[src/hdl/arpc_pkg.sv]
// Package for the ARP cache with request retry.
// Holds table sizes, field widths, codes and the structs shared between the modules.
// No dependencies.
package arpc_pkg;

	// Table sizes.
	localparam int ENTRY_DEPTH   = 16;
	localparam int REQ_DEPTH     = 8;
	localparam int PENDING_DEPTH = 4;

	// Index and count widths derived from the sizes.
	localparam int EIDX_W = (ENTRY_DEPTH > 1) ? $clog2(ENTRY_DEPTH) : 1;
	localparam int ECNT_W = $clog2(ENTRY_DEPTH + 1);
	localparam int RIDX_W = (REQ_DEPTH > 1) ? $clog2(REQ_DEPTH) : 1;
	localparam int RCNT_W = $clog2(REQ_DEPTH + 1);
	localparam int PIDX_W = (PENDING_DEPTH > 1) ? $clog2(PENDING_DEPTH) : 1;
	localparam int PCNT_W = $clog2(PENDING_DEPTH + 1);

	// Configuration register indexes.
	localparam int CFG_IDX_W = 1;
	localparam logic [CFG_IDX_W-1:0] CFG_TIMEOUT   = 1'd0;
	localparam logic [CFG_IDX_W-1:0] CFG_MAX_SENDS = 1'd1;
	localparam logic [15:0] TIMEOUT_RESET   = 16'd30;
	localparam logic [2:0]  MAX_SENDS_RESET = 3'd5;

	// Operation codes of a request.
	localparam logic [2:0] OP_LOOKUP = 3'd0;
	localparam logic [2:0] OP_INSERT = 3'd1;
	localparam logic [2:0] OP_QUEUE  = 3'd2;
	localparam logic [2:0] OP_REMOVE = 3'd3;
	localparam logic [2:0] OP_TICK   = 3'd4;
	localparam logic [2:0] OP_CLEAR  = 3'd5;

	// Result kinds.
	typedef enum logic [3:0] {
		K_HIT      = 4'd0,
		K_MISS     = 4'd1,
		K_INSERTED = 4'd2,
		K_QUEUED   = 4'd3,
		K_REMOVED  = 4'd4,
		K_SEND     = 4'd5,
		K_UNREACH  = 4'd6,
		K_TICK     = 4'd7,
		K_CLEARED  = 4'd8,
		K_FULL     = 4'd9
	} kind_t;

	// Source of the result payload.
	typedef enum logic [2:0] {
		SRC_IN,
		SRC_HIT,
		SRC_REQ,
		SRC_PKT,
		SRC_ZERO
	} src_t;

	typedef struct packed {
		logic [2:0]  op;
		logic [31:0] ip_addr;
		logic [47:0] mac_addr;
		logic [15:0] packet_tag;
		logic [3:0]  iface_index;
	} in_item_t;

	typedef struct packed {
		kind_t       kind;
		logic [31:0] out_ip;
		logic [47:0] out_mac;
		logic [15:0] out_tag;
		logic [3:0]  out_iface;
		logic        pending_found;
		logic        last;
	} out_item_t;

	// Commands from the controller to the datapath.
	typedef struct packed {
		logic  cap;
		logic  cmp;
		logic  ins;
		logic  age_all;
		logic  drop_head;
		logic  clr;
		logic  q_add;
		logic  req_bump;
		logic  req_drop;
		logic  drop_walk;
		logic  w_clr;
		logic  w_inc;
		logic  p_clr;
		logic  p_inc;
		logic  emit;
		kind_t kind;
		src_t  src;
		logic  last;
		logic  pend;
	} cmd_t;

	// Status from the datapath to the controller.
	typedef struct packed {
		logic [2:0] op;
		logic       ent_hit;
		logic       ent_full;
		logic       req_hit;
		logic       q_full;
		logic       head_exp;
		logic       walk_end;
		logic       walk_retire;
		logic       note_end;
	} sts_t;

endpackage

[src/hdl/arpc_dp.sv]
// Datapath of the ARP cache: entry table, request table, match logic and result register.
// Depends on arpc_pkg.
module arpc_dp (
	input  logic                                clk,
	input  logic                                arst_n,
	input  arpc_pkg::cmd_t                      cmd,
	output arpc_pkg::sts_t                      sts,
	input  arpc_pkg::in_item_t                  request,
	input  logic                                cfg_we,
	input  logic [arpc_pkg::CFG_IDX_W-1:0]      cfg_index,
	input  logic [15:0]                         cfg_data,
	output arpc_pkg::out_item_t                 result,
	output logic                                result_strobe
);

	localparam int ED = arpc_pkg::ENTRY_DEPTH;
	localparam int RD = arpc_pkg::REQ_DEPTH;
	localparam int PD = arpc_pkg::PENDING_DEPTH;
	localparam int EIW = arpc_pkg::EIDX_W;
	localparam int ECW = arpc_pkg::ECNT_W;
	localparam int RIW = arpc_pkg::RIDX_W;
	localparam int RCW = arpc_pkg::RCNT_W;
	localparam int PIW = arpc_pkg::PIDX_W;
	localparam int PCW = arpc_pkg::PCNT_W;

	arpc_pkg::in_item_t  in_q;
	logic [31:0]         ent_ip_q  [ED];
	logic [47:0]         ent_mac_q [ED];
	logic [15:0]         ent_age_q [ED];
	logic [ECW-1:0]      ecnt_q;
	logic [31:0]         req_ip_q   [RD];
	logic [2:0]          req_sent_q [RD];
	logic [PCW-1:0]      req_pcnt_q [RD];
	logic [15:0]         pkt_tag_q   [RD][PD];
	logic [3:0]          pkt_iface_q [RD][PD];
	logic [RCW-1:0]      rcnt_q;
	logic [ED-1:0]       ent_match_q;
	logic [RD-1:0]       req_match_q;
	logic [RCW-1:0]      w_q;
	logic [PCW-1:0]      p_q;
	logic [15:0]         timeout_q;
	logic [2:0]          max_sends_q;
	arpc_pkg::out_item_t res_q;
	logic                strobe_q;

	logic [EIW-1:0]      ent_hidx;
	logic [RIW-1:0]      req_hidx;
	logic                req_hit;
	logic [RIW-1:0]      w_idx;
	logic [PIW-1:0]      p_idx;
	logic [RIW-1:0]      drop_pos;
	logic [RIW-1:0]      add_row;
	logic [PCW-1:0]      add_slot;
	arpc_pkg::out_item_t res_d;

	// First matching entry and request; the lowest index wins.
	always_comb begin
		ent_hidx = '0;
		for (int i = ED - 1; i >= 0; i--) begin
			if (ent_match_q[i]) begin
				ent_hidx = EIW'(i);
			end
		end
		req_hidx = '0;
		for (int i = RD - 1; i >= 0; i--) begin
			if (req_match_q[i]) begin
				req_hidx = RIW'(i);
			end
		end
	end

	assign req_hit  = |req_match_q;
	assign w_idx    = w_q[RIW-1:0];
	assign p_idx    = p_q[PIW-1:0];
	assign drop_pos = cmd.drop_walk ? w_idx : req_hidx;
	assign add_row  = req_hit ? req_hidx : rcnt_q[RIW-1:0];
	assign add_slot = req_hit ? req_pcnt_q[req_hidx] : '0;

	// Status toward the controller.
	always_comb begin
		sts.op          = in_q.op;
		sts.ent_hit     = |ent_match_q;
		sts.ent_full    = (ecnt_q == ECW'(ED));
		sts.req_hit     = req_hit;
		sts.q_full      = req_hit ? (req_pcnt_q[req_hidx] == PCW'(PD))
		                          : (rcnt_q == RCW'(RD));
		sts.head_exp    = (ecnt_q != '0) && (ent_age_q[0] > timeout_q);
		sts.walk_end    = (w_q == rcnt_q);
		sts.walk_retire = (req_sent_q[w_idx] >= max_sends_q);
		sts.note_end    = (p_q == req_pcnt_q[w_idx]);
	end

	// Result payload selection.
	always_comb begin
		res_d               = '0;
		res_d.kind          = cmd.kind;
		res_d.last          = cmd.last;
		res_d.pending_found = cmd.pend & req_hit;
		unique case (cmd.src)
			arpc_pkg::SRC_IN: begin
				res_d.out_ip = in_q.ip_addr;
			end
			arpc_pkg::SRC_HIT: begin
				res_d.out_ip  = in_q.ip_addr;
				res_d.out_mac = ent_mac_q[ent_hidx];
			end
			arpc_pkg::SRC_REQ: begin
				res_d.out_ip = req_ip_q[w_idx];
			end
			arpc_pkg::SRC_PKT: begin
				res_d.out_ip    = req_ip_q[w_idx];
				res_d.out_tag   = pkt_tag_q[w_idx][p_idx];
				res_d.out_iface = pkt_iface_q[w_idx][p_idx];
			end
			default: begin
				res_d.out_ip = '0;
			end
		endcase
	end

	// Counters, pointers, configuration and the result strobe.
	always_ff @(posedge clk or negedge arst_n) begin
		if (!arst_n) begin
			ecnt_q      <= '0;
			rcnt_q      <= '0;
			w_q         <= '0;
			p_q         <= '0;
			timeout_q   <= arpc_pkg::TIMEOUT_RESET;
			max_sends_q <= arpc_pkg::MAX_SENDS_RESET;
			strobe_q    <= 1'b0;
		end else begin
			if (cmd.clr) begin
				ecnt_q <= '0;
			end else if (cmd.ins) begin
				ecnt_q <= ecnt_q + 1'b1;
			end else if (cmd.drop_head) begin
				ecnt_q <= ecnt_q - 1'b1;
			end
			if (cmd.clr) begin
				rcnt_q <= '0;
			end else if (cmd.q_add && !req_hit) begin
				rcnt_q <= rcnt_q + 1'b1;
			end else if (cmd.req_drop) begin
				rcnt_q <= rcnt_q - 1'b1;
			end
			if (cmd.w_clr) begin
				w_q <= '0;
			end else if (cmd.w_inc) begin
				w_q <= w_q + 1'b1;
			end
			if (cmd.p_clr) begin
				p_q <= '0;
			end else if (cmd.p_inc) begin
				p_q <= p_q + 1'b1;
			end
			if (cfg_we) begin
				if (cfg_index == arpc_pkg::CFG_TIMEOUT) begin
					timeout_q <= cfg_data;
				end else if (cfg_index == arpc_pkg::CFG_MAX_SENDS) begin
					max_sends_q <= cfg_data[2:0];
				end
			end
			strobe_q <= cmd.emit;
		end
	end

	// Table contents, match vectors and the result payload.
	always_ff @(posedge clk) begin
		if (cmd.cap) begin
			in_q <= request;
		end
		if (cmd.cmp) begin
			for (int i = 0; i < ED; i++) begin
				ent_match_q[i] <= (ECW'(i) < ecnt_q) && (ent_ip_q[i] == in_q.ip_addr);
			end
			for (int i = 0; i < RD; i++) begin
				req_match_q[i] <= (RCW'(i) < rcnt_q) && (req_ip_q[i] == in_q.ip_addr);
			end
		end
		// Entry table: append, age, or drop the oldest entry at the head.
		if (cmd.ins) begin
			ent_ip_q[ecnt_q[EIW-1:0]]  <= in_q.ip_addr;
			ent_mac_q[ecnt_q[EIW-1:0]] <= in_q.mac_addr;
			ent_age_q[ecnt_q[EIW-1:0]] <= '0;
		end else if (cmd.age_all) begin
			for (int i = 0; i < ED; i++) begin
				if (ent_age_q[i] != '1) begin
					ent_age_q[i] <= ent_age_q[i] + 1'b1;
				end
			end
		end else if (cmd.drop_head) begin
			for (int i = 0; i + 1 < ED; i++) begin
				ent_ip_q[i]  <= ent_ip_q[i + 1];
				ent_mac_q[i] <= ent_mac_q[i + 1];
				ent_age_q[i] <= ent_age_q[i + 1];
			end
		end
		// Request table: add a packet, count a send, or close the gap of a dropped row.
		if (cmd.q_add) begin
			if (!req_hit) begin
				req_ip_q[add_row]   <= in_q.ip_addr;
				req_sent_q[add_row] <= '0;
			end
			pkt_tag_q[add_row][add_slot[PIW-1:0]]   <= in_q.packet_tag;
			pkt_iface_q[add_row][add_slot[PIW-1:0]] <= in_q.iface_index;
			req_pcnt_q[add_row] <= add_slot + 1'b1;
		end else if (cmd.req_bump) begin
			req_sent_q[w_idx] <= req_sent_q[w_idx] + 1'b1;
		end else if (cmd.req_drop) begin
			for (int j = 0; j + 1 < RD; j++) begin
				if (RIW'(j) >= drop_pos) begin
					req_ip_q[j]    <= req_ip_q[j + 1];
					req_sent_q[j]  <= req_sent_q[j + 1];
					req_pcnt_q[j]  <= req_pcnt_q[j + 1];
					pkt_tag_q[j]   <= pkt_tag_q[j + 1];
					pkt_iface_q[j] <= pkt_iface_q[j + 1];
				end
			end
		end
		if (cmd.emit) begin
			res_q <= res_d;
		end
	end

	assign result        = res_q;
	assign result_strobe = strobe_q;

`ifndef ASSERT_OFF
	// Table fill counts never pass the table sizes.
	a_ecnt_range: assert property (@(posedge clk) disable iff (!arst_n)
		ecnt_q <= ECW'(ED)) else $error("entry count out of range");
	a_rcnt_range: assert property (@(posedge clk) disable iff (!arst_n)
		rcnt_q <= RCW'(RD)) else $error("request count out of range");
	// Every emit command puts a result on the ports in the next cycle.
	a_emit_strobe: assert property (@(posedge clk) disable iff (!arst_n)
		cmd.emit |=> strobe_q) else $error("emitted result not strobed");
`endif

endmodule

[config.mk]
export PLATFORM = sky130hd
export DESIGN_NAME = arpc_dp
export DESIGN_NICKNAME = d
export VERILOG_FILES = /design/src/hdl/arpc_pkg.sv /design/src/hdl/arpc_dp.sv
export SDC_FILE = /design/constraint.sdc
export NUM_CORES = 2
export LEC_CHECK = 0
export BUFFER_PORTS_ARGS = -buffer_cell sky130_fd_sc_hd__buf_2
export CORE_MARGIN = 2
export CORE_UTILIZATION = 30
export CTS_CLUSTER_SIZE = 8
export DETAILED_ROUTE_END_ITERATION = 6
export GPL_ROUTABILITY_DRIVEN = 0
export SETUP_SLACK_MARGIN = 0.02
export SLEW_MARGIN = 20
export SYNTH_ARGS = -nofsm -noshare
export SYNTH_HDL_FRONTEND = slang
export SYNTH_SLANG_ARGS = --single-unit
[constraint.sdc]
create_clock -name clk -period 6.4 [get_ports clk]
set_input_delay 0.32 -clock clk [delete_from_list [all_inputs] [get_ports clk]]
set_output_delay 0.32 -clock clk [all_outputs]
set_load 0.05 [all_outputs]
==> After elaboration in Yosys (flattened, before gate mapping) <==
Memory sizes are Yosys's and may differ from the RTL's. A register that Yosys moved wholly into a read port is not among the register bits.
Index checks and enable logic that the tools add are counted.
Widths: inputs -> output; s select.
{ "word_totals": {"reg_bits": 221, "ramBits": 2480, "in_bits": 147, "output_inout_bits": 118, "wordCells": 411, "n_memories": 8} }
{ "classes": {"n_addsub": 24, "n_lt_le_gt_ge": 36, "n_eq_ne": 48, "muxes": 206, "n_bitwise": 19, "reduce_logical": 50} }
{ "memory_table": {"columns": ["name", "words", "width", "read_ports", "rd_ports_with_merged_regs", "wr", "line", "source"], "rows": [
  ["ent_mac_q", 16, 48, 16, 1, 15, "arpc_dp.sv:28", "logic [47:0] ent_mac_q [ED];"],
  ["ent_ip_q", 16, 32, 16, 0, 15, "arpc_dp.sv:27", "logic [31:0] ent_ip_q [ED];"],
  ["pkt_tag_q", 8, 64, 8, 0, 7, "arpc_dp.sv:34", "logic [15:0] pkt_tag_q [RD][PD];"],
  ["ent_age_q", 16, 16, 16, 0, 16, "arpc_dp.sv:29", "logic [15:0] ent_age_q [ED];"],
  ["req_ip_q", 8, 32, 9, 0, 7, "arpc_dp.sv:31", "logic [31:0] req_ip_q [RD];"],
  ["pkt_iface_q", 8, 16, 8, 0, 7, "arpc_dp.sv:35", "logic [3:0] pkt_iface_q [RD][PD];"],
  ["2 more memories", null, null, null, null, null, null, null]
]} }
{ "op_table": {"columns": ["op", "count"], "rows": [
  ["$eq 32x32->1", 24],
  ["$mux 16", 22],
  ["$add 16x1->16 const B", 16],
  ["$ne 16x16->1 const B", 16],
  ["$mux 64", 3],
  ["$mux 1", 121],
  ["$mux 4", 27],
  ["$mux 3", 22],
  ["$mux 32", 2],
  ["$pmux 32 s2", 1],
  ["$reduce_or 32->1", 2],
  ["$reduce_or 64->1", 1],
  ["$mux 48", 1],
  ["$reduce_or 16->1", 3],
  ["$reduce_or 48->1", 1],
  ["$lt 4x5->1 const A", 8],
  ["$bmux 16 s2", 1],
  ["$demux 16 s2", 1],
  ["$logic_and 1x1->1", 27],
  ["$lt 3x5->1 const A", 4],
  ["$gt 16x16->1", 1],
  ["$lt 3x4->1 const A", 4],
  ["$mux 5", 3],
  ["$or 1x1->1", 15],
  ["36 further kinds", 57]
]} }

==> Logic depth before layout (Yosys ltp) <==
{ "depth": {"word_depth": 17, "depth_mapped": 13, "ltp_nobuf": 12} }

==> Worst setup path before layout <==
No wires, ideal clock.
{ "synth_path": {"path_kind": "register to register", "start": "register req_match_q[0]", "end": "memory req_ip_q[3][0] (enable)", "t_arrival_ns": 4.455, "required_ns": 5.934, "setup_slack_ns": 1.480, "path_stages_with_launch": 8, "period_less_slack_ns": 4.920, "cell_sequence": "edfxtp_1 -> or4_4 -> o41ai_4 -> nor2_2 -> clkbuf_1 -> nor2_1 -> nand3_1 -> o21ai_0"} }
{ "synth_rtl": {"columns": ["element", "line", "source"], "rows": [
  ["start, declared", "arpc_dp.sv:38", "logic [RD-1:0] req_match_q;"],
  ["start signal, assigned by index", "arpc_dp.sv:177", "req_match_q[i] <= (RCW'(i) < rcnt_q) && (req_ip_q[i] == in_q.ip_addr);"],
  ["end, declared", "arpc_dp.sv:31", null]
]} }

==> summary.txt <==
outcome - complete, no violations
Netlist cell types - 67
post-synth net total - 10469
WL final - 407000 µm
largest net degree at the start of global routing - 231
ys async rst share - 1.31%
CTS tree - yes
commonest register cell after synthesis - edfxtp_1
pwr/cell area - 299 nW/µm²
DRT antenna net count - 0
CTS H-tree lvls - 5
utilization after layout - 34.8%
routed length per placed instance - 24.6 µm
static leakage - 57.5 nW
CTS Buf Count - 386
Yosys top cell by area - edfxtp_1
Seq/Total Area, Yosys - 61.6%
Post-Syn Area - 134000 µm²
fin. max-slew vios - 0
post-cts resize count - 0
slew margin rel. - 19.3%
met3 GRT Util - 2.41%
minimum clock period - 4840 ps
vias per inst - 5.24
WP data required - 6970 ps
Clock Tree Buf Depth - 4
die area - 451000 µm²
worst vdd rail ir drop - 0.220 mV
Iteration-0 DRC Markers - 8945
Clock Sinks - 2749
post-route setup TNS - 0 ps
Initial DRT Pass Iterations - 5
grt met1 use - 23.0%
port bufs - 264
initial core utilization - 30.1%
Avg Cell Area, Syn - 13.0 µm²
worst endpoint data arrival time - 5410 ps
Clock Latency Late Sink - 990 ps
Worst setup SP type - flop
GRT overflow - 0
Post-DP HPWL - 257000 µm
initial antenna violation count - 22
Ports - 265
GRT Util Overall - 17.4%
Die X-Extent - 671 µm
Post-synth top cells - edfxtp_1, a21o_1, nor2_1
share of layout cells above drive strength 1 - 14.0%
Final Hold Vio Count - 0
synth-to-layout area growth - 15.6%
Crit. End Element - flop
fin nets - 10774
Post-synth EDFFs - 2713
Synth Instances - 10273
# hold bufs at CTS - 192
fin crit share - 75.7%
Max FO, Critical Path - 73
most common cell in the netlist - edfxtp_1
unrepaired setup endpoints after global routing - no
max_cap viols - 0
Hold Crit Class - in2async
Max Clock Skew - 108 ps
core area - 444000 µm²
first-pass GRT wire length - 593000 µm
postcts setup bufs - 0
Ys Warns - 0
Worst-path clk slew - 50 ps
root buffer cell - clkbuf_16
Row Count - 245
ranking of synthesized cells by area - edfxtp_1, a21o_1, mux4_2
Worst-Margin Slew - 1180 ps
final instance area - 154000 µm²
final hold slack - 2.15 ps
endpoints failing setup - 0
placed cell areas - 142000 µm²
share of the synthesized area in the top cell type - 61.0%
Setup CP Type - reg2reg
vias in the first global route - 85827
fin worst setup slack - 1560 ps
met2 GRT Util - 29.2%
Post-route DRC - 0
worst slack at placement - 1660 ps
detailed-route via count - 86821
die height - 671 µm
#FFs+latches synth - 2749
reg2reg setup slack - 1560 ps
grt peak-use layer - met2
Max Freq - 207 MHz
## report_power, final
part           leakage, nW  total [W]  switching, W  internal (W)
Clock                 5.07     0.0186       0.00782        0.0108
Combinational         26.6    0.00575       0.00361       0.00214
Sequential            25.8     0.0219      0.000688        0.0212
## placed cells by master, fill, tap and decap left out, types with 106 or more instances in the layout
cell type      instances
a21o_1              1208
a21oi_1              723
buf_2                261
buf_4                192
clkbuf_16            390
dlygate4sd3_1        192
edfxtp_1            2713
inv_1                184
mux2_2               197
mux2i_1              312
mux4_2               266
nand2_1              578
nand3_1              106
nand4_1              184
nor2_1               814
nor4_1               122
o211ai_1             192
o21ai_0              283
xnor2_1              500
xor2_1               512
## per-layer routing
layer | up-vias | share of wire [%]
met5 | - | 0.0066
met4 | 4 | 3.7
met3 | 646 | 6.5
met2 | 3260 | 48
met1 | 44188 | 42
li1 | 38723 | -
## cells by family (layout without fill, tap and decap cells)
| family | after synthesis | after routing | synth area share, % |
|---|---|---|---|
| other | 0 | 9 | 0 |
| AO/OA/AOI/OAI | 2646 | 2646 | 13.0 |
| AND/OR/NAND/NOR | 2102 | 2102 | 7.13 |
| XOR/XNOR | 1012 | 1012 | 6.63 |
| multiplexers | 775 | 775 | 8.48 |
| adder cells (fa/ha/maj) | 49 | 49 | 0.459 |
| flip-flops | 2749 | 2749 | 61.6 |
| buffers and inverters | 940 | 1312 | 2.67 |
## per-stage QoR
step,instances,total power (W)
floorplan,10273,0.0257
global placement,15923,0.0278
detailed placement,15924,0.0278
CTS,16571,0.0466
global route,16575,0.0477
finish,16582,0.0462
## sequential cells by signal, summed over array words and instances (netlist names), 100 cells and up
signal	flops
ent_mac_q	768
ent_ip_q	512
pkt_tag_q	512
ent_age_q	256
req_ip_q	256
pkt_iface_q	128
result	106
in_q	100
## worst paths after layout
check / from / end / cells after the start
max: req_match_q[0] / pkt_tag_q[4][42] / 6
min: arst_n / p_q[0] / 2
max reg2reg: req_match_q[0] / pkt_tag_q[4][42] / 6
min reg2reg: in_q[26] / ent_mac_q[15][6] / 0
max in group asynchronous: arst_n / ecnt_q[3] / 2
min in group clk: request[34] / in_q[34] / 2
## final cells by class
class	instances	area, µm²
well taps	5928	7420
flip-flops and latches	2749	82400
clock inverters	35	526
multi-input cells	6584	48300
diodes	9	22.5
clock buffers	420	9870
repair buffers	672	5220
inverters	185	696
fillers	43290	290000
## critical path, stage by stage (launching register included)
cell and delay (ps):
edfxtp_1 500, or4_4 620, o41ai_4 510, nand2b_4 510
a221o_4 800, a21boi_1 1010, nor2_4 420
(Power assumes the default switching activity.)
