$ cat src/hdl/arpc_pkg.sv
// Package for the ARP cache with request retry.
// Holds table sizes, field widths, codes and the structs shared between the modules.
// No dependencies.
package arpc_pkg;

	// Table sizes.
	localparam int ENTRY_DEPTH   = 16;
	localparam int REQ_DEPTH     = 8;
	localparam int PENDING_DEPTH = 4;

	// Index and count widths derived from the sizes.
	localparam int EIDX_W = (ENTRY_DEPTH > 1) ? $clog2(ENTRY_DEPTH) : 1;
	localparam int ECNT_W = $clog2(ENTRY_DEPTH + 1);
	localparam int RIDX_W = (REQ_DEPTH > 1) ? $clog2(REQ_DEPTH) : 1;
	localparam int RCNT_W = $clog2(REQ_DEPTH + 1);
	localparam int PIDX_W = (PENDING_DEPTH > 1) ? $clog2(PENDING_DEPTH) : 1;
	localparam int PCNT_W = $clog2(PENDING_DEPTH + 1);

	// Configuration register indexes.
	localparam int CFG_IDX_W = 1;
	localparam logic [CFG_IDX_W-1:0] CFG_TIMEOUT   = 1'd0;
	localparam logic [CFG_IDX_W-1:0] CFG_MAX_SENDS = 1'd1;
	localparam logic [15:0] TIMEOUT_RESET   = 16'd30;
	localparam logic [2:0]  MAX_SENDS_RESET = 3'd5;

	// Operation codes of a request.
	localparam logic [2:0] OP_LOOKUP = 3'd0;
	localparam logic [2:0] OP_INSERT = 3'd1;
	localparam logic [2:0] OP_QUEUE  = 3'd2;
	localparam logic [2:0] OP_REMOVE = 3'd3;
	localparam logic [2:0] OP_TICK   = 3'd4;
	localparam logic [2:0] OP_CLEAR  = 3'd5;

	// Result kinds.
	typedef enum logic [3:0] {
		K_HIT      = 4'd0,
		K_MISS     = 4'd1,
		K_INSERTED = 4'd2,
		K_QUEUED   = 4'd3,
		K_REMOVED  = 4'd4,
		K_SEND     = 4'd5,
		K_UNREACH  = 4'd6,
		K_TICK     = 4'd7,
		K_CLEARED  = 4'd8,
		K_FULL     = 4'd9
	} kind_t;

	// Source of the result payload.
	typedef enum logic [2:0] {
		SRC_IN,
		SRC_HIT,
		SRC_REQ,
		SRC_PKT,
		SRC_ZERO
	} src_t;

	typedef struct packed {
		logic [2:0]  op;
		logic [31:0] ip_addr;
		logic [47:0] mac_addr;
		logic [15:0] packet_tag;
		logic [3:0]  iface_index;
	} in_item_t;

	typedef struct packed {
		kind_t       kind;
		logic [31:0] out_ip;
		logic [47:0] out_mac;
		logic [15:0] out_tag;
		logic [3:0]  out_iface;
		logic        pending_found;
		logic        last;
	} out_item_t;

	// Commands from the controller to the datapath.
	typedef struct packed {
		logic  cap;
		logic  cmp;
		logic  ins;
		logic  age_all;
		logic  drop_head;
		logic  clr;
		logic  q_add;
		logic  req_bump;
		logic  req_drop;
		logic  drop_walk;
		logic  w_clr;
		logic  w_inc;
		logic  p_clr;
		logic  p_inc;
		logic  emit;
		kind_t kind;
		src_t  src;
		logic  last;
		logic  pend;
	} cmd_t;

	// Status from the datapath to the controller.
	typedef struct packed {
		logic [2:0] op;
		logic       ent_hit;
		logic       ent_full;
		logic       req_hit;
		logic       q_full;
		logic       head_exp;
		logic       walk_end;
		logic       walk_retire;
		logic       note_end;
	} sts_t;

endpackage

$ cat src/hdl/arpc_ctrl.sv
// Controller of the ARP cache: sequences lookup, insert, queue, remove, clear and tick.
// Depends on arpc_pkg.
module arpc_ctrl (
	input  logic           clk,
	input  logic           arst_n,
	input  logic           start,
	output logic           busy,
	input  arpc_pkg::sts_t sts,
	output arpc_pkg::cmd_t cmd
);

	typedef enum logic [2:0] {
		S_IDLE,
		S_CMP,
		S_EXEC,
		S_EXPIRE,
		S_WALK,
		S_NOTE
	} state_t;

	state_t state_q;
	state_t state_d;
	logic   busy_q;

	// Next state and commands.
	always_comb begin
		state_d = state_q;
		cmd     = '0;
		unique case (state_q)
			S_IDLE: begin
				if (start) begin
					cmd.cap = 1'b1;
					state_d = S_CMP;
				end
			end
			S_CMP: begin
				cmd.cmp = 1'b1;
				state_d = S_EXEC;
			end
			S_EXEC: begin
				state_d  = S_IDLE;
				cmd.last = 1'b1;
				cmd.src  = arpc_pkg::SRC_IN;
				unique case (sts.op)
					arpc_pkg::OP_LOOKUP: begin
						cmd.emit = 1'b1;
						cmd.kind = sts.ent_hit ? arpc_pkg::K_HIT : arpc_pkg::K_MISS;
						cmd.src  = sts.ent_hit ? arpc_pkg::SRC_HIT : arpc_pkg::SRC_IN;
					end
					arpc_pkg::OP_INSERT: begin
						cmd.emit = 1'b1;
						if (sts.ent_full) begin
							cmd.kind = arpc_pkg::K_FULL;
						end else begin
							cmd.ins  = 1'b1;
							cmd.pend = 1'b1;
							cmd.kind = arpc_pkg::K_INSERTED;
						end
					end
					arpc_pkg::OP_QUEUE: begin
						cmd.emit = 1'b1;
						if (sts.q_full) begin
							cmd.kind = arpc_pkg::K_FULL;
						end else begin
							cmd.q_add = 1'b1;
							cmd.kind  = arpc_pkg::K_QUEUED;
						end
					end
					arpc_pkg::OP_REMOVE: begin
						cmd.emit     = 1'b1;
						cmd.req_drop = sts.req_hit;
						cmd.kind     = arpc_pkg::K_REMOVED;
					end
					arpc_pkg::OP_TICK: begin
						cmd.last    = 1'b0;
						cmd.age_all = 1'b1;
						cmd.w_clr   = 1'b1;
						state_d     = S_EXPIRE;
					end
					arpc_pkg::OP_CLEAR: begin
						cmd.emit = 1'b1;
						cmd.clr  = 1'b1;
						cmd.kind = arpc_pkg::K_CLEARED;
						cmd.src  = arpc_pkg::SRC_ZERO;
					end
					default: begin
						cmd.last = 1'b0;
					end
				endcase
			end
			// Expired entries sit at the head, oldest first: drop one per cycle.
			S_EXPIRE: begin
				if (sts.head_exp) begin
					cmd.drop_head = 1'b1;
				end else begin
					state_d = S_WALK;
				end
			end
			// Visit each request: resend it or retire it.
			S_WALK: begin
				if (sts.walk_end) begin
					cmd.emit = 1'b1;
					cmd.kind = arpc_pkg::K_TICK;
					cmd.src  = arpc_pkg::SRC_ZERO;
					cmd.last = 1'b1;
					state_d  = S_IDLE;
				end else if (sts.walk_retire) begin
					cmd.p_clr = 1'b1;
					state_d   = S_NOTE;
				end else begin
					cmd.req_bump = 1'b1;
					cmd.emit     = 1'b1;
					cmd.kind     = arpc_pkg::K_SEND;
					cmd.src      = arpc_pkg::SRC_REQ;
					cmd.w_inc    = 1'b1;
				end
			end
			// One unreachable notice per queued packet, then free the request.
			S_NOTE: begin
				if (sts.note_end) begin
					cmd.req_drop  = 1'b1;
					cmd.drop_walk = 1'b1;
					state_d       = S_WALK;
				end else begin
					cmd.emit  = 1'b1;
					cmd.kind  = arpc_pkg::K_UNREACH;
					cmd.src   = arpc_pkg::SRC_PKT;
					cmd.p_inc = 1'b1;
				end
			end
			default: begin
				state_d = S_IDLE;
			end
		endcase
	end

	// State and the busy flag.
	always_ff @(posedge clk or negedge arst_n) begin
		if (!arst_n) begin
			state_q <= S_IDLE;
			busy_q  <= 1'b0;
		end else begin
			state_q <= state_d;
			busy_q  <= (state_d != S_IDLE);
		end
	end

	assign busy = busy_q;

`ifndef ASSERT_OFF
	// Nothing is emitted while the controller is idle.
	a_idle_quiet: assert property (@(posedge clk) disable iff (!arst_n)
		!busy_q |-> !cmd.emit) else $error("result emitted while idle");
`endif

endmodule

$ cat config.mk
export PLATFORM = sky130hd
export DESIGN_NAME = arpc_ctrl
export DESIGN_NICKNAME = d
export VERILOG_FILES = /design/src/hdl/arpc_pkg.sv /design/src/hdl/arpc_ctrl.sv
export SDC_FILE = /design/constraint.sdc
export NUM_CORES = 1
export LEC_CHECK = 0
export ABC_AREA = 1
export BUFFER_PORTS_ARGS = -buffer_cell sky130_fd_sc_hd__buf_2
export CORE_UTILIZATION = 35
export CTS_CLUSTER_DIAMETER = 100
export CTS_CLUSTER_SIZE = 24
export DETAILED_ROUTE_END_ITERATION = 10
export GPL_ROUTABILITY_DRIVEN = 1
export PLACE_DENSITY = 0.85
export REMOVE_ABC_BUFFERS = 1
export SLEW_MARGIN = 0
export SYNTH_ARGS = -nofsm -noshare
export SYNTH_HDL_FRONTEND = slang
export SYNTH_SLANG_ARGS = --single-unit
$ cat constraint.sdc
create_clock -name clk -period 1.37 [get_ports clk]
set_input_delay 0.274 -clock clk [delete_from_list [all_inputs] [get_ports clk]]
set_output_delay 0.274 -clock clk [all_outputs]
set_load 0.005 [all_outputs]
# Word-level counts from Yosys, hierarchy flattened
# Cells that the tools add are included.
[word_totals]
regBits = 4
word_cells = 62
output_inout_bits = 25
inputBits = 14
[op_classes]
muxes = 46
reduce_logical = 4
eq_ne = 10
[op_table]
columns = ["op", "count"]
rows = [
  ["5-bit one-hot mux with 5 select lines", 1],
  ["1-bit two-way mux", 24],
  ["8-bit one-hot mux with 3 select lines", 1],
  ["3-bit one-hot mux with 6 select lines", 1],
  ["8-bit two-way mux", 2],
  ["3-bit two-way mux", 5],
  ["3-bit by 2-bit equality test with 1-bit output (second input constant)", 4],
  ["3-bit equality test (second input constant)", 4],
  ["2-bit two-way mux", 6],
  ["9-bit two-way mux", 1],
  ["4-bit two-way mux", 2],
  ["3-bit by 1-bit equality test with 1-bit output (second input constant)", 2],
  ["3-bit logical NOT", 2],
  ["3-bit one-hot mux with 2 select lines", 1],
  ["5-bit OR reduction", 1],
  ["1-bit one-hot mux with 2 select lines", 2],
  ["3-bit nonzero test", 1],
]

# Logic depth before layout (Yosys ltp)
# Gate-level depths: netlist of the first run.
[logic_depth]
word_depth = 4
depth_mapped = 8
ltp_nobuf = 7

# Least setup slack after synthesis of the first run
# Ideal clock, no wire load.
[synth_path]
path_type = "reg-to-output"
start = "register state_q[0]"
end = "output port cmd[16] (netlist bit)"
required_time_ns = 1.096
path_stages_with_launch = 8
n_path_buf = 2
setup_slack_ns = -0.038
arrival_ns = 1.134
cell_sequence = "dfrtp_1 -> buf_4 -> nor2_2 -> inv_2 -> nor2_4 -> nand2_1 -> nor2_1 -> buf_4"
[synth_lines]
columns = ["element", "line", "text"]
rows = [
  ["from (decl)", "arpc_ctrl.sv:21", "state_t state_q;"],
  ["from (signal assigned)", "arpc_ctrl.sv:143", "state_q <= state_d;"],
  ["to (decl)", "arpc_ctrl.sv:9", "output arpc_pkg::cmd_t cmd"],
]

==> metrics.txt, run 1 <==
Die H 40.70 um; Power Density 1396 nW/um^2; Worst Path Max Fanout 4; share of power burned in registers 0.180; Worst-path clk slew 0.04 ns; Worst Path Required 1.10 ns; setup TNS -3.486 ns; arrival time worst endpoint 1.33 ns; crit path cell chain inv_2, nand2_2, nor2_4, o21ai_2, a31oi_1, buf_2; cell type with the largest total area after synthesis dfrtp_1; ANT nets after route 0; count of final max-slew check failures 0; CTS tree yes; grt ovf 0; Synth area leaders dfrtp_1, nand2_1, inv_1, nand3_1, nor2_1; Final Hold Viols 0; post-DR vias/cell 4.955; DP HPWL 1141 um; f_max 0.6218 GHz; Unique masters post-synth 20; Post-synth ARST share 1.000; largest net degree at the start of global routing 8; Tmin final 1.608 ns; Rows 13; net count reported at finish 157; Post-Route WL 1794 um; via count 773; DRC 0; initial antenna violation count 0; Initial DRC Count 17; first-pass GRT wire length 2318 um; path type of the worst setup path reg -> out; P_int 732.4 uW; fill cell count 124; Die X 40.70 um; failing checks negative setup slack; relative slew slack 0.8467; maximum vdd drop 0.0007602 V; vias in the first global route 633; EDFF count, synth 0; Warnings, synthesis 0; drt pass-1 iters 4; total track usage 0.2070; share of cells above drive strength 1 0.6383; period utilization 1.174; Syn Area/Cell 6.026 sq um; IO Pins 39; RSZ-0062 raised after global routing yes; cell area after synthesis 524.3 sq um; H-tree depth 1; Combinational Power Share 0.709; Synth Flop Type dfrtp_1; Avg WL per Cell 11.50 um; sequential area share after synthesis 0.1909; Final Wtd Congestion 0.7226; Setup WS post-layout -0.2383 ns; antenna cells 0; Crit path largest cell delay 0.43 ns; Critical Path Source Type register; final setup vio count 23; Clock Power Share 0.111; IO Port Bufs 38; power after layout 1324 uW; CTS Buf Count 3; post-synth top area share 0.1909; switch share 0.4467; Layout area overhead 80.91%; Clock Path Buffers 2; Yosys reg bits 4; status finished, violations left; Starting Density 0.3883; most frequent cell after synthesis nand2_1; CP Capture Type output pin; Worst-Margin Slew 0.2282 ns; CTS root buf clkbuf_4; static leakage power 0.0005845 uW; count of clock tree sinks 4; worst skew pair latency 0.23 ns; die outline area 1656 sq um; Max-cap violations 0; Placeable Area 1350 sq um; Mapped Cells 87; Post-synth top cells nand2_1, inv_1, nor2_1; Net Sw Power 591.3 uW; Worst Skew 0.003747 ns; hold crit path type in -> reg; CP max-delay cell dfrtp_2
-- timing repair --
action / 4_1_cts / 5_1_grt
cloned: 0 / 0
endpoints found under the hold margin: 4 / 0
hold buffers: 1 / 0
endpoints found under the setup margin: 24 / 24
pin swaps: 6 / 6
buffers inserted: 11 / 4
resized for setup: 7 / 18
-- kinds of logic (layout without fill, tap and decap cells) --
| logic type | count (synthesis) | after routing | synth area share |
|---|---|---|---|
| AOI/OAI and AO/OA | 11 | 11 | 0.1313 |
| and+or+nand+nor | 49 | 49 | 0.4845 |
| DFF | 4 | 4 | 0.1909 |
| buffers and inverters | 23 | 77 | 0.1933 |
-- metrics by stage --
stage	cell area, sq um	util	std cells	hold slack (ns)	setup slack [ns]
2_1_floorplan	494.2	-	83	-0.02159	0.06066
3_3_place_gp	740.7	0.5487	141	0.07933	0.006399
3_5_place_dp	740.7	0.5487	141	0.08291	-0.006547
4_1_cts	857.1	0.6348	153	0.2713	-0.2212
5_1_grt	948.4	0.7025	156	0.2903	-0.3075
6_report	948.4	0.7025	156	0.2870	-0.2383
-- power groups by stage --
| stage | combinational, uW | clock (uW) | sequential, uW |
|---|---|---|---|
| final | 938 | 147 | 239 |
| after global routing | 1020 | 159 | 243 |
| after CTS | 767 | 157 | 222 |
| after detailed placement | 629 | 0 | 221 |
| after global placement | 620 | 0 | 217 |
| after floorplan | 345 | 0 | 235 |
-- cell usage in the layout, fill, tap and decap left out, drive strengths merged --
cell type	count
buf	54
inv	19
nand2	16
nor2	16
nand3	12
o21ai	8
dfrtp	4
nand4	3
clkbuf	3
nor3	2
a21oi	1
a31oi	1
o22ai	1
dlygate4sd3	1
-- flip-flops by register name (all words and copies together), names as in the netlist --
name     cells
state_q      3
busy         1
-- area by class of cell --
type / count / area, sq um / share of cell area
repair buffers: 55 / 337.8 / 0.3562
multi-input cells: 60 / 395.4 / 0.4169
inverters: 19 / 71.32 / 0.07520
clock buffers: 3 / 22.52 / 0.02375
well taps: 15 / 18.77 / 0.01979
flip-flops and latches: 4 / 102.6 / 0.1082
-- layer usage --
metal | vias up | routed length, um | global-route usage
li1 | 384 | - | -
met1 | 358 | 689 | 0.1842
met2 | 31 | 1031 | 0.4563
met3 | 0 | 73 | 0.01630
met4 | 0 | 0 | 0.07500
met5 | - | 0 | 0
-- critical path: cells and delay by family, from the launching register on --
kind	cells	cell delay [ns]
AO/OA/AOI/OAI	2	0.24
AND/OR/NAND/NOR	2	0.21
flip-flops	1	0.43
buffers and inverters	2	0.22
-- path summary, 6_finish.rpt --
check | start | end | slack, ns | cells after the start
setup / recovery | state_q[0]$_DFF_PN0_ | cmd[8] | -0.24 | 6
min in group asynchronous | arst_n | busy$_DFF_PN0_ | 0.37 | 2
hold / removal | sts[3] | state_q[2]$_DFF_PN0_ | 0.29 | 2
setup reg to reg | state_q[1]$_DFF_PN0_ | busy$_DFF_PN0_ | 0.05 | 8
hold reg to reg | state_q[2]$_DFF_PN0_ | state_q[2]$_DFF_PN0_ | 0.76 | 4
max in group asynchronous | arst_n | state_q[0]$_DFF_PN0_ | 0.86 | 2
Note: power is estimated with default switching activity, not from simulation.
==> inputs of run 2 (changes only) <==
--- a/config.mk
+++ b/config.mk
@@ -5,14 +5,14 @@
 export SDC_FILE = /design/constraint.sdc
 export NUM_CORES = 1
 export LEC_CHECK = 0
-export ABC_AREA = 1
 export BUFFER_PORTS_ARGS = -buffer_cell sky130_fd_sc_hd__buf_2
-export CORE_UTILIZATION = 35
+export CORE_MARGIN = 1.5
+export CORE_UTILIZATION = 34
 export CTS_CLUSTER_DIAMETER = 100
 export CTS_CLUSTER_SIZE = 24
 export DETAILED_ROUTE_END_ITERATION = 10
 export GPL_ROUTABILITY_DRIVEN = 1
-export PLACE_DENSITY = 0.85
+export PLACE_DENSITY = 0.84
 export REMOVE_ABC_BUFFERS = 1
 export SLEW_MARGIN = 0
 export SYNTH_ARGS = -nofsm -noshare
==> constraint.sdc (replaced) <==
create_clock -name clk -period 1.37 [get_ports clk]
set_input_delay 0.137 -clock clk [delete_from_list [all_inputs] [get_ports clk]]
set_output_delay 0.137 -clock clk [all_outputs]
set_load 0.005 [all_outputs]
==> metrics.txt, run 2 <==
Die X 41.85 um (+2.8%); CTS root buf clkbuf_4; Tmin final 1.777 ns (+0.1682 ns); post-synth top area share 0.1951 (+0.004191); Clock Path Buffers 2 (unchanged); CTS tree yes; power after layout 1570 uW (+19%); met2 GRT Util 0.3531 (-0.1032); Final Wtd Congestion 0.8889 (+23%); RR Endpoint busy$_DFF_PN0_; WP buf/inv 1 (-1); drt pass-1 iters 4 (unchanged); CP Capture Type output pin; crit path cell chain or4b_4, a221o_1, o31ai_1, buf_2; Crit path largest cell delay 0.52 ns (+0.09 ns); count of clock tree sinks 4 (unchanged); Die H 41.85 um (+2.8%); CP max-delay cell or4b_4; Worst Path Required 1.23 ns (+0.13 ns); Post-Route WL 2287 um (+27%); share of cells above drive strength 1 0.6512 (+0.01286); hold_sp sts[3]; via count 836 (+8.2%); WHS Path Cells 2 (unchanged); placed cell count 125 (-11%); Max-cap violations 0 (unchanged); vias in the first global route 627 (-0.95%); Worst Path Max Fanout 2 (-2); worst r2r src state_q[2]$_DFF_PN0_; DP HPWL 1313 um (+15%); maximum vdd drop 0.0007999 V (+5.2%); Util after Layout 0.7581 (+0.05561); Non-Filler Instances 144 (-7.7%); Critical Path Source Type register; antenna cells 0 (unchanged); initial antenna violation count 0 (unchanged); largest net degree at the start of global routing 11 (+3); most frequent cell after synthesis o21ai_0; Unique masters post-synth 31 (+55%); met1 Resource Use GR 0.2376 (+0.05339); Final Hold Viols 0 (unchanged); net count reported at finish 145 (-7.6%); Layout area overhead 99.51%; EDFF count, synth 0 (unchanged); grt ovf 0 (unchanged); f_max 0.5629 GHz (-9.5%); period utilization 1.297 (+0.1228); commonest non-fill, non-tap cells in the layout buf_2, buf_4, nand2_1, buf_6, nor2_1; Post-synth top cells o21ai_0, nor2_1, nand2_1; Worst path top cell family by delay simple AND/OR/NAND/NOR gates; Mapped Cells 72 (-17%); Worst Skew 0.004705 ns (+0.0009581 ns); CTS Buf Count 3 (unchanged); IO Port Bufs 38 (unchanged); die outline area 1751 sq um (+5.7%); failing checks negative setup slack; cell type with the largest total area after synthesis dfrtp_1; Synth area leaders dfrtp_1, o21ai_0, nand2b_1, nor2_1, buf_4; most flop-heavy register state_q; Rows 13 (unchanged); Initial DRC Count 19 (+2); arrival time worst endpoint 1.64 ns (+0.31 ns); Warnings, synthesis 0 (unchanged); Avg WL per Cell 15.88 um (+38%); IO Pins 39 (unchanged); first-pass GRT wire length 2753 um (+19%); path type of the worst setup path reg -> out; status finished, violations left; ANT nets after route 0 (unchanged); hold crit path type in -> reg; post-DR vias/cell 5.806 (+17%); DRC 0 (unchanged); final setup vio count 26 (+13%); Reg2Reg Depth 6 (-2); Power Density 1534 nW/um^2 (+9.9%); Placeable Area 1350 sq um (unchanged); cell area after synthesis 513.0 sq um (-2.1%); Worst-Margin Slew 0.3603 ns (+0.1321 ns); Setup WS post-layout -0.4065 ns (-0.1682 ns); worst skew pair latency 0.25 ns (+0.02 ns); Hold EP state_q[2]$_DFF_PN0_; RSZ-0062 raised after global routing yes; count of final max-slew check failures 0 (unchanged); Syn Area/Cell 7.125 sq um (+18%); sequential area share after synthesis 0.1951 (+0.004191); static leakage power 0.0005516 uW (-5.6%); Post-synth ARST share 1.000 (unchanged); met3 usage 0.02609 (+0.009783); commonest non-fill, non-tap cell in the layout buf_2; H-tree depth 1 (unchanged); Worst-path clk slew 0.04 ns (about the same); total track usage 0.2013 (-0.005761); Starting Density 0.3800 (-0.008341); Synth Flop Type dfrtp_1; Top Usage Layer GRT met2; Largest register FFs 3 (unchanged); reg-to-reg setup timing slack -0.09 ns (-0.14 ns); Yosys reg bits 4 (unchanged); relative slew slack 0.7589 (-0.08779)
-- run 2: cell count changes in the layout (fill, tap and decap cells not counted), moves of 3 or more --
cell	previous run	this run
inv_2	7	0
nand3_1	6	1
nand3_2	4	1
nor2_4	5	0
nand2_1	12	6
nand2b_1	0	3
nand2_2	4	0
nand4_1	3	0
inv_1	12	4
-- run 2: worst register-to-register path: cells and delay by family (launching register included) --
family	cells	cell delay (ns)
AO/OA/AOI/OAI	2	0.42
buffers and inverters	4	0.52
flip-flops	1	0.38
-- run 2: repair_timing --
item	4_1_cts	5_1_grt
endpoints found under the hold margin	4	0
pin swaps	5	8
buffers inserted	4	12
hold buffers	1	0
endpoints found under the setup margin	20	27
gates resized for setup	17	22
-- run 2: final cells by class --
class / count / area (sq um)
repair buffers: 61 / 395.4
flip-flops and latches: 4 / 100.1
multi-input cells: 57 / 471.7
clock buffers: 3 / 22.52
inverters: 4 / 15.01
fillers: 101 / 326.6
well taps: 15 / 18.77
-- run 2: metrics by stage --
stage | setup slack (ns) | setup TNS (ns) | area, sq um | hold WS, ns
final | -0.4065 | -6.642 | 1023 | 0.08310
after detailed placement | -0.1506 | -0.6286 | 733.2 | -0.05368
after CTS | -0.3922 | -4.422 | 852.1 | 0.09408
after global routing | -0.4438 | -7.651 | 1023 | 0.08426
after global placement | -0.1303 | -0.4070 | 733.2 | -0.05317
after floorplan | -0.1139 | -0.1139 | 471.7 | -0.1586
-- run 2: metal layers --
layer	up-vias	wire [um]
met1	409	895
met4	0	26
met3	5	172
li1	374	-
met5	-	0
met2	48	1193
-- run 2: logic make-up (layout without fill, tap and decap cells) --
kind of cell           after synthesis  after routing  share of synthesized area
buffers and inverters               11             68                     0.1097
flip-flops                           4              4                     0.1951
AND/OR/NAND/NOR                     34             34                     0.3903
AO/OA/AOI/OAI                       23             23                     0.3049
-- run 2: worst max-delay path by stage --
stage | start | to | slack (ns) | cells past startpoint
after floorplan | state_q[0]$_DFF_PN0_ | cmd[5] | -0.11 | 3
after global placement | state_q[2]$_DFF_PN0_ | cmd[5] | -0.13 | 4
after detailed placement | state_q[2]$_DFF_PN0_ | cmd[5] | -0.15 | 4
after CTS | state_q[2]$_DFF_PN0_ | cmd[5] | -0.39 | 4
after global routing | state_q[2]$_DFF_PN0_ | cmd[5] | -0.44 | 4
final | state_q[2]$_DFF_PN0_ | cmd[5] | -0.41 | 4
-- run 2: report_power, final --
part | switching [uW] | internal (uW) | leakage [uW]
combinational | 568 | 636 | 0.000487
clock | 64.5 | 99.1 | 0.0000138
sequential | 33.8 | 169 | 0.0000506
